$ cat src/hdl/tbp_ram.sv
// ---------------------------------------------------------------------------
// Simple dual-port RAM
// One write port and one read port with a registered, enabled read.
// ---------------------------------------------------------------------------
`timescale 1ns / 1ps
`default_nettype none

module tbp_ram #(
  parameter int AW = 9,
  parameter int DW = 4
) (
  input  wire logic          clk,
  input  wire logic          we,
  input  wire logic [AW-1:0] waddr,
  input  wire logic [DW-1:0] wdata,
  input  wire logic          re,
  input  wire logic [AW-1:0] raddr,
  output logic      [DW-1:0] rdata
);

  logic [DW-1:0] mem [2**AW];

  // Write port.
  always_ff @(posedge clk) begin
    if (we) begin
      mem[waddr] <= wdata;
    end
  end

  // Read port, data held until the next enabled read.
  always_ff @(posedge clk) begin
    if (re) begin
      rdata <= mem[raddr];
    end
  end

endmodule

`default_nettype wire

$ cat config.mk
export PLATFORM = sky130hd
export DESIGN_NAME = tbp_ram
export DESIGN_NICKNAME = d
export VERILOG_FILES = /design/src/hdl/tbp_ram.sv
export SDC_FILE = /design/constraint.sdc
export NUM_CORES = 2
export LEC_CHECK = 0
export ABC_AREA = 1
export BUFFER_PORTS_ARGS = -buffer_cell sky130_fd_sc_hd__buf_2
export CAP_MARGIN = 40
export CORE_ASPECT_RATIO = 2
export CORE_MARGIN = 2
export CORE_UTILIZATION = 35
export CTS_CLUSTER_SIZE = 28
export DETAILED_ROUTE_END_ITERATION = 6
export SLEW_MARGIN = 20
export SYNTH_ARGS = -nofsm -noshare
export SYNTH_HDL_FRONTEND = slang
export SYNTH_SLANG_ARGS = --single-unit
$ cat constraint.sdc
create_clock -name clk -period 3 [get_ports clk]
set_clock_uncertainty 0.05 [all_clocks]
set_input_delay 0.45 -clock clk [delete_from_list [all_inputs] [get_ports clk]]
set_output_delay 0.45 -clock clk [all_outputs]
set_load 0.01 [all_outputs]
==> results.py <==
metrics = {
    "status": {
        "status": "complete, no violations",
    },
    "worst_setup_path": {
        "r2r_cells": 10,
        "crit_path_end": "rdata[0]",
        "worstPathMaxFanout": 1,
        "critPathLaunchType": "flip-flop",
        "rrSetupSlack_ns": 0.56,
        "critical_path_class": "flip-flop to flip-flop",
        "critPathRequiredTime_ns": 3.54,
        "crit_path_end_kind": "flip-flop",
        "rr_endpoint": "rdata[0]",
        "crit_arrival_ns": 2.98,
        "crit-reg2reg-launch": "mem[499][0]",
        "critPathLaunch": "mem[499][0]",
    },
    "floorplanning": {
        "die_w_um": 351,
        "die_area_um2": 245000,
        "fp.dieH_um": 699,
        "fp-row-count": 255,
        "core-area_um2": 241000,
        "initial_core_util_pct": 35.1,
        "io_pins": 29,
    },
    "routing": {
        "drc_errors": 0,
        "ant_nets": 0,
        "wl_per_cell_um": 23.0,
        "vias": 56300,
        "viasPerCell": 5.30,
        "drt-pass1-iter-count": 6,
        "finalWirelength_mm": 244,
        "drt_iter0_markers": 5284,
    },
    "grt": {
        "grt.total_usage_pct": 19.5,
        "overflow": 0,
        "grt_pass1_wl_mm": 357,
        "grt_max_degree": 100,
        "antenna_found_initial": 12,
        "first_global_vias": 56300,
    },
    "synthesis": {
        "synthFlopType": "edfxtp_1",
        "synthTopCellsByCount": "nand2_1, edfxtp_1, nand3_1",
        "syn-num-nets": 7317,
        "synth.top_cell.area_share_pct": 73.0,
        "synth_cells": 7292,
        "yosys.cell_types.count": 13,
        "syn_avg_cell_area_um2": 11.6,
        "yosysWarnings": 0,
        "netlist_area_um2": 84400,
        "async_reset_ff_share_pct": 0,
        "yosysTopAreaCell": "edfxtp_1",
        "yosys-top-cells-area": "edfxtp_1, nand3_1, nand2_1, nor2_1, buf_2",
        "synth-edff-count": 2052,
        "yosysSeqAreaShare_pct": 73.0,
        "yosysMostFrequentCell": "nand2_1",
        "ys_ff_latch": 2052,
    },
    "timing": {
        "fin_crit_sh_pct": 81.3,
        "relSlewSlack_pct": 46.2,
        "fin_crit_ns": 2.44,
        "hold_slack_ns": 0.0555,
        "max_freq_mhz": 410,
        "tightestPinTransition_ns": 0.808,
        "drv_slew": 0,
        "setup_violations": 0,
        "hold_viol_final": 0,
        "rsz0062_at_grt": "false",
        "final.setup.tns_ns": 0,
    },
    "power_and_ir_drop": {
        "pwr-share-clk_pct": 38.7,
        "leakage_nw": 32.5,
        "internal-power_mw": 44.8,
        "swShare_pct": 22.4,
        "p_switching_mw": 12.9,
        "p_per_area_nw_per_um2": 606,
        "p_comb_share_pct": 6.7,
        "p_seq_share_pct": 54.6,
        "power.total_mw": 57.8,
        "worst_ir_drop_vdd_uv": 432,
    },
    "min_path": {
        "worstHoldPathType": "input port to flip-flop",
    },
    "place": {
        "hpwl_mm": 155,
        "io_buffers": 28,
        "gp_congestion": 0.892,
    },
    "finish": {
        "final_core_util_pct": 39.6,
        "syn_to_final_growth_pct": 12.9,
        "nets": 7299,
        "drive_gt1_share_pct": 8.24,
    },
    "clock_tree": {
        "path_clk_slew_ns": 0.07,
        "clock_latency_ns": 0.85,
        "cts_setup_buffers": 0,
        "ctsHtreeMaxLevel": 4,
        "cts_buffer_depth": 4,
        "clock_sinks": 2052,
        "cts.repair.resized": 0,
        "hold_buffers": 3,
        "clockRootBuffer": "clkbuf_16",
        "cts_tree": "yes",
        "numCtsBuffers": 169,
    },
    "flow_run": {
        "drv_cap": 0,
    },
}
[worst min-delay path by stage]
stage,start,to,slack [ns],depth (start not counted)
floorplan,wdata[0],mem[0][0],0.50,0
global placement,re,rdata[2],0.72,1
detailed placement,re,rdata[2],0.71,1
CTS,wdata[1],mem[191][1],0.05,1
global route,wdata[1],mem[187][1],0.08,1
finish,wdata[3],mem[110][3],0.06,1
[power groups by stage]
stage	registers (mW)	clock network, mW	logic, mW
6_report	31.6	22.3	3.89
5_1_grt	31.5	23.5	4.19
4_1_cts	31.6	22.6	3.90
3_5_place_dp	32.2	0	3.89
3_3_place_gp	32.2	0	3.86
2_1_floorplan	32.2	0	1.95
[critical path: stages, from the launching register on]
cell and delay, ns:
edfxtp_1 0.38, nand2_1 0.08, nand3_1 0.13, nand3_1 0.10
nand3_1 0.08, nand3_1 0.15, nand3_1 0.10, nand3_1 0.46
nand3_1 0.37, nand3_1 0.20, nand2_1 0.08
[kinds of logic after synthesis]
kind of cell | share of synthesized area, %
buf+inv | 3.22
flops | 73.0
simple gates | 23.8
[layer usage]
layer	GRT usage (%)	vias to the layer above	wire length, um	part of all wire [%]
met4	11.6	6	16200	6.6
met5	0	-	31	0.013
li1	-	25700	-	-
met2	35.8	2194	128000	53
met1	21.4	27800	84700	35
met3	2.30	625	14800	6.1
[per-stage QoR]
stage	area (um2)	cells	setup WS [ns]
after floorplan	84400	7292	0.988
after global placement	89800	10300	-0.0731
after detailed placement	89800	10300	-0.118
after CTS	95300	10600	0.663
after global routing	95300	10600	0.537
final	95300	10600	0.560
[layout make-up]
type	instances	area [um2]
Clock buffer	195	4370
Clock inverter	102	1050
Timing Repair Buffer	339	3830
Fill cell	22700	145000
Tap cell	3212	4020
Antenna cell	5	12.5
Multi-Input combinational cell	4673	20200
Sequential cell	2052	61600
Inverter	39	183
[cell usage in the layout, fill, tap and decap left out]
master	synthesis	final
edfxtp_1	2052	2052
dlygate4sd3_1	0	3
buf_4	36	206
clkinv_1	0	21
bufinv_16	0	20
nand2_2	0	1
clkinv_4	0	5
inv_1	35	32
nand2_4	0	14
diode_2	0	5
nand2_1	2108	2093
inv_2	3	3
inv_6	0	7
nand3_1	2040	2040
clkbuf_16	0	171
nor3_1	11	11
buf_8	0	7
buf_2	271	20
clkbuf_1	126	24
clkinv_2	0	39
clkinvlp_4	0	11
nor2_1	514	514
inv_8	0	2
buf_6	15	1
inv_16	0	1
buf_12	0	102
[sequential cells by signal, summed over array words and instances (netlist names)]
register	cells
rdata	4
mem	2048
Power figures use the tool's default switching activity.
