File: src/hdl/tbp_pkg.sv
// ---------------------------------------------------------------------------
// Tournament predictor package
// Table sizes, counter widths, reset values and the update result struct.
// ---------------------------------------------------------------------------
`timescale 1ns / 1ps
`default_nettype none

package tbp_pkg;

  // Table geometry.
  localparam int GLOBAL_HIST_BITS   = 12;
  localparam int LOCAL_HIST_ENTRIES = 512;
  localparam int LOCAL_HIST_BITS    = 12;
  localparam int CHOOSER_ENTRIES    = 512;

  // Address widths of the four tables.
  localparam int GC_AW = GLOBAL_HIST_BITS;
  localparam int LH_AW = $clog2(LOCAL_HIST_ENTRIES);
  localparam int LC_AW = LOCAL_HIST_BITS + 3;
  localparam int CH_AW = $clog2(CHOOSER_ENTRIES);

  // Width of the clearing sweep: the widest table address.
  localparam int CLR_W01 = (GC_AW > LH_AW) ? GC_AW : LH_AW;
  localparam int CLR_W23 = (LC_AW > CH_AW) ? LC_AW : CH_AW;
  localparam int CLR_W   = (CLR_W01 > CLR_W23) ? CLR_W01 : CLR_W23;

  // Counter widths.
  localparam int GC_W = 4;
  localparam int LC_W = 3;
  localparam int CH_W = 4;

  // Position of the PC fields that feed the indexes.
  localparam int GPC_LSB = 16;
  localparam int LPC_LSB = 3;

  // Reset contents of the tables.
  localparam logic [GC_W-1:0]            GC_RST = 4'd2;
  localparam logic [LOCAL_HIST_BITS-1:0] LH_RST = '0;
  localparam logic [LC_W-1:0]            LC_RST = 3'd1;
  localparam logic [CH_W-1:0]            CH_RST = 4'd8;

  // Saturation limits and prediction thresholds.
  localparam logic [GC_W-1:0] GC_TOP = 4'd15;
  localparam logic [LC_W-1:0] LC_TOP = 3'd7;
  localparam logic [CH_W-1:0] CH_TOP = 4'd15;
  localparam logic [GC_W-1:0] GC_THR = 4'd7;
  localparam logic [LC_W-1:0] LC_THR = 3'd3;
  localparam logic [CH_W-1:0] CH_THR = 4'd7;

  // Stream payload widths.
  localparam int IN_DW  = 40;
  localparam int OUT_DW = 8;

  // Predictions and new table contents for one branch.
  typedef struct packed {
    logic                       prediction;
    logic                       global_pred;
    logic                       local_pred;
    logic                       chose_local;
    logic [GC_W-1:0]            gc_new;
    logic [LC_W-1:0]            lc_new;
    logic [CH_W-1:0]            ch_new;
    logic [LOCAL_HIST_BITS-1:0] lh_new;
  } upd_t;

endpackage

`default_nettype wire

File: src/hdl/tbp_update.sv
// ---------------------------------------------------------------------------
// Tournament predictor update logic
// Forms the three predictions from the counters read for one branch and
// computes the trained counter and history values.
// ---------------------------------------------------------------------------
`timescale 1ns / 1ps
`default_nettype none

module tbp_update (
  input  wire logic [tbp_pkg::GC_W-1:0]            gc,
  input  wire logic [tbp_pkg::LC_W-1:0]            lc,
  input  wire logic [tbp_pkg::CH_W-1:0]            ch,
  input  wire logic [tbp_pkg::LOCAL_HIST_BITS-1:0] lh,
  input  wire logic                                taken,
  output tbp_pkg::upd_t                            upd
);
  import tbp_pkg::*;

  logic gp;
  logic lp;
  logic cl;

  // Component predictions before training.
  assign gp = (gc > GC_THR);
  assign lp = (lc > LC_THR);
  assign cl = (ch > CH_THR);

  always_comb begin
    upd             = '0;
    upd.global_pred = gp;
    upd.local_pred  = lp;
    upd.chose_local = cl;
    upd.prediction  = cl ? lp : gp;

    // Saturating steps of the global and local counters.
    if (taken) begin
      upd.gc_new = (gc < GC_TOP) ? gc + 1'b1 : gc;
      upd.lc_new = (lc < LC_TOP) ? lc + 1'b1 : lc;
    end else begin
      upd.gc_new = (gc != '0) ? gc - 1'b1 : gc;
      upd.lc_new = (lc != '0) ? lc - 1'b1 : lc;
    end

    // The chooser moves toward whichever part alone was right.
    upd.ch_new = ch;
    if (lp == taken && gp != taken) begin
      upd.ch_new = (ch < CH_TOP) ? ch + 1'b1 : ch;
    end else if (gp == taken && lp != taken) begin
      upd.ch_new = (ch != '0) ? ch - 1'b1 : ch;
    end

    // Local history takes in the resolved direction.
    upd.lh_new = {lh[LOCAL_HIST_BITS-2:0], taken};
  end

endmodule

`default_nettype wire

File: config.mk
export PLATFORM = sky130hd
export DESIGN_NAME = tbp_update
export DESIGN_NICKNAME = d
export VERILOG_FILES = /design/src/hdl/tbp_pkg.sv /design/src/hdl/tbp_update.sv
export SDC_FILE = /design/constraint.sdc
export NUM_CORES = 1
export LEC_CHECK = 0
export BUFFER_PORTS_ARGS = -buffer_cell sky130_fd_sc_hd__buf_4
export CORE_MARGIN = 2
export CORE_UTILIZATION = 47
export DETAILED_ROUTE_END_ITERATION = 10
export PLACE_DENSITY = 0.85
export SYNTH_ARGS = -nofsm -noshare
export SYNTH_HDL_FRONTEND = slang
export SYNTH_SLANG_ARGS = --single-unit
File: constraint.sdc
create_clock -name vclk -period 3.2
set_input_delay 0.64 -clock vclk [all_inputs]
set_output_delay 0.64 -clock vclk [all_outputs]
set_load 0.01 [all_outputs]
==> impl_summary.md <==
Outcome
The run finished with clean final reports.

Synthesis
After synthesis the cells add up to 892.1 sq um. The cell count after synthesis is 131. The distinct cell type count of the synthesized netlist is 43. For this run, the register share of the synthesized area comes to 0.

The mean area per synthesized cell is between 6 and 7 sq um. The synthesized netlist net count is about 160. For this run, the number of Yosys warnings is 0.

Route
The routed design has around 1900 microns of wire. The first detailed-routing pass took 4 iterations. The total number of vias is roughly 930.

In the final routed layout, each cell accounts on average for ~12 microns. After detailed routing, the number of remaining DRC violations is 0. The final antenna-violating net count is 0. The detailed router finished its first iteration with 13 violations. The number of vias per cell after detailed routing is between 5 and 6.

GRT
The largest net degree at the start of global routing is 32. The via count of the first global-routing pass was 691. The initial antenna violation count is 0. The wire length of the first global-routing pass is around 2800 microns. The total grt overflow is 0. For this run, the total global-route usage over all layers was measured as 0.1573.

Critical path
On the worst path, the slowest cell contributes a delay of 0.52 ns. The type of the worst setup path is in2out. The required time at the worst-slack endpoint is 2.56 ns. Data on the critical path arrives at its endpoint at around 2.4 ns. The type of destination of the critical path is an output port.

Walking the worst path, the cells encountered are buf_4 > ha_1 > ha_1 > or4b_4 > a211o_1 > a211o_1 > buf_4. For this design, the slowest cell found on the critical path is or4b_4. The worst setup path is launched from an input pin.

Of all nets on the critical path, the largest fanout is 7.

Pwr
The design draws 0.1486 mW. Power spread over the standard cell area amounts to 150.3 nW/um^2. The worst supply voltage drop on vdd is 0.00008192 V. The leakage power summed over all cells is 0.4557 nW.

Timing
Headroom to the max-slew limit came out at 0.7165. The number of slew-limit violations in the final report is 0. Of the available clock period, the critical path in the final layout requires 0.9451. Setup repair after global routing left no endpoint under its margin. The minimum period implied by the final worst setup slack is 3.024 ns. The maximum clock frequency is between 0.3 and 0.4 GHz. The count of final setup violators is 0. The count of final hold-check violations is 0.

The slew at the pin with the worst max-slew slack is 0.4145 ns. The total negative slack is 0 ns.

Finish
The library cell used most frequently in the layout, excluding fill and tap cells, is buf_4. The number of sequential storage elements is 0. The number of antenna diodes in the final layout is 0. The count of fill cells added during filler insertion is 164. Leaving out fill and tap cells, the most frequent cells in the layout are 30 x buf_4, 9 x inv_1, 9 x ha_1.

The final layout net count is 169. Summing all multi-input logic gate instances after layout gives 698.2 sq um. The area growth from synthesis to layout is 10.80%. The post-route cell area is between 900 and 1000 sq um. In the finished layout, the clock tree contains a buffer count of 0. The area taken by flip-flops and latches is 0 sq um.

The layout cell share with drive strength beyond 1 is 0.2836.

Min path
The type of the worst min-delay path is in2out.

Placed design
The count of port buffers added during placement is 28. After detailed placement, the total cell area comes to 988.4 sq um. The final HPWL from detailed placement is 1472 microns.

The final estimated routing congestion in global placement is approximately 0.85.

Floorplanning
The die outline width is 47.57 microns. 51 I/O pins were placed. The number of cell rows is 15. The initial utilization of the core area, before any placement, comes to 0.5057. After floorplanning, the core was sized to cover 1764 sq um. The y dimension of the die is 47.57 microns. The die covers 2262 sq um.

Clock network
The buffers inserted during post-CTS setup optimization is 0. The number of gates resized after CTS was 0. The hold-fix buffer count after cts is 0.

Run
The reported max-cap violation count is 0.
## routing by layer
| layer | GRT usage | wire (microns) |
|---|---|---|
| met3 | 0.007547 | 127 |
| met5 | 0 | 0 |
| met4 | 0.03243 | 15 |
| met2 | 0.2811 | 881 |
| met1 | 0.2089 | 832 |
## where the power goes
part           internal, mW  switching (mW)
clock network             0               0
registers                 0               0
logic                0.0741          0.0745
## area by class of cell
type                            count  share of cell area
Inverter                            9             0.03418
Multi-Input combinational cell     95              0.7063
Tap cell                           25             0.03165
Timing Repair Buffer               30              0.2278
## per-stage QoR
step                      setup slack (ns)  cells  hold slack [ns]    util
final                               0.1758    159            1.280  0.5603
after global routing                0.1136    159            1.280  0.5603
after CTS                           0.1633    159            1.280  0.5603
after detailed placement            0.1632    159            1.280  0.5603
after global placement              0.1883    159            1.280  0.5603
after floorplan                     0.4004    131            1.368       -
## worst paths after layout
path | cells after the start | startpoint | to | slack (ns)
max | 7 | lc[0] | upd[13] | 0.18
min | 0 | lh[9] | upd[10] | 1.28
## cell usage after synthesis (2+ instances only)
| cell type | instances | share of area |
|---|---|---|
| a211o_1 | 3 | 0.029 |
| o21a_1 | 2 | 0.017 |
| mux2_2 | 2 | 0.025 |
| buf_4 | 15 | 0.13 |
| a2111oi_0 | 2 | 0.020 |
| or2_2 | 2 | 0.014 |
| ha_1 | 9 | 0.13 |
| a311oi_1 | 3 | 0.029 |
| a21oi_1 | 5 | 0.028 |
| nand3b_1 | 2 | 0.017 |
| a31oi_1 | 2 | 0.014 |
| nor3_1 | 2 | 0.011 |
| and3_1 | 2 | 0.014 |
| buf_2 | 2 | 0.011 |
| nor2_1 | 4 | 0.017 |
| xnor2_1 | 3 | 0.029 |
| o21ai_0 | 7 | 0.039 |
| buf_1 | 2 | 0.0084 |
| o211ai_1 | 2 | 0.017 |
| o22ai_1 | 2 | 0.014 |
| inv_1 | 9 | 0.038 |
| nand4_1 | 2 | 0.014 |
| mux2i_1 | 5 | 0.056 |
| clkbuf_1 | 8 | 0.034 |
| nand2b_1 | 3 | 0.021 |
| nand3_1 | 8 | 0.045 |
| nor2b_1 | 3 | 0.021 |
| nand2_1 | 5 | 0.021 |
## worst max-delay path, delay by kind of cell
| kind | cells | cell delay (ns) |
|---|---|---|
| buffers and inverters | 2 | 0.28 |
| AOI/OAI and AO/OA | 2 | 0.56 |
| adders and majority gates | 2 | 0.38 |
| and+or+nand+nor | 1 | 0.52 |
## logic make-up (layout without fill, tap and decap cells)
kind of cell | count (synthesis) | after routing | share of synthesized area
and+or+nand+nor | 41 | 41 | 0.2693
buffers and inverters | 36 | 39 | 0.2174
AOI/OAI and AO/OA | 35 | 35 | 0.2763
adders and majority gates | 9 | 9 | 0.1262
muxes | 7 | 7 | 0.08135
xor gates and xnor gates | 3 | 3 | 0.02946
(Power assumes the default switching activity.)
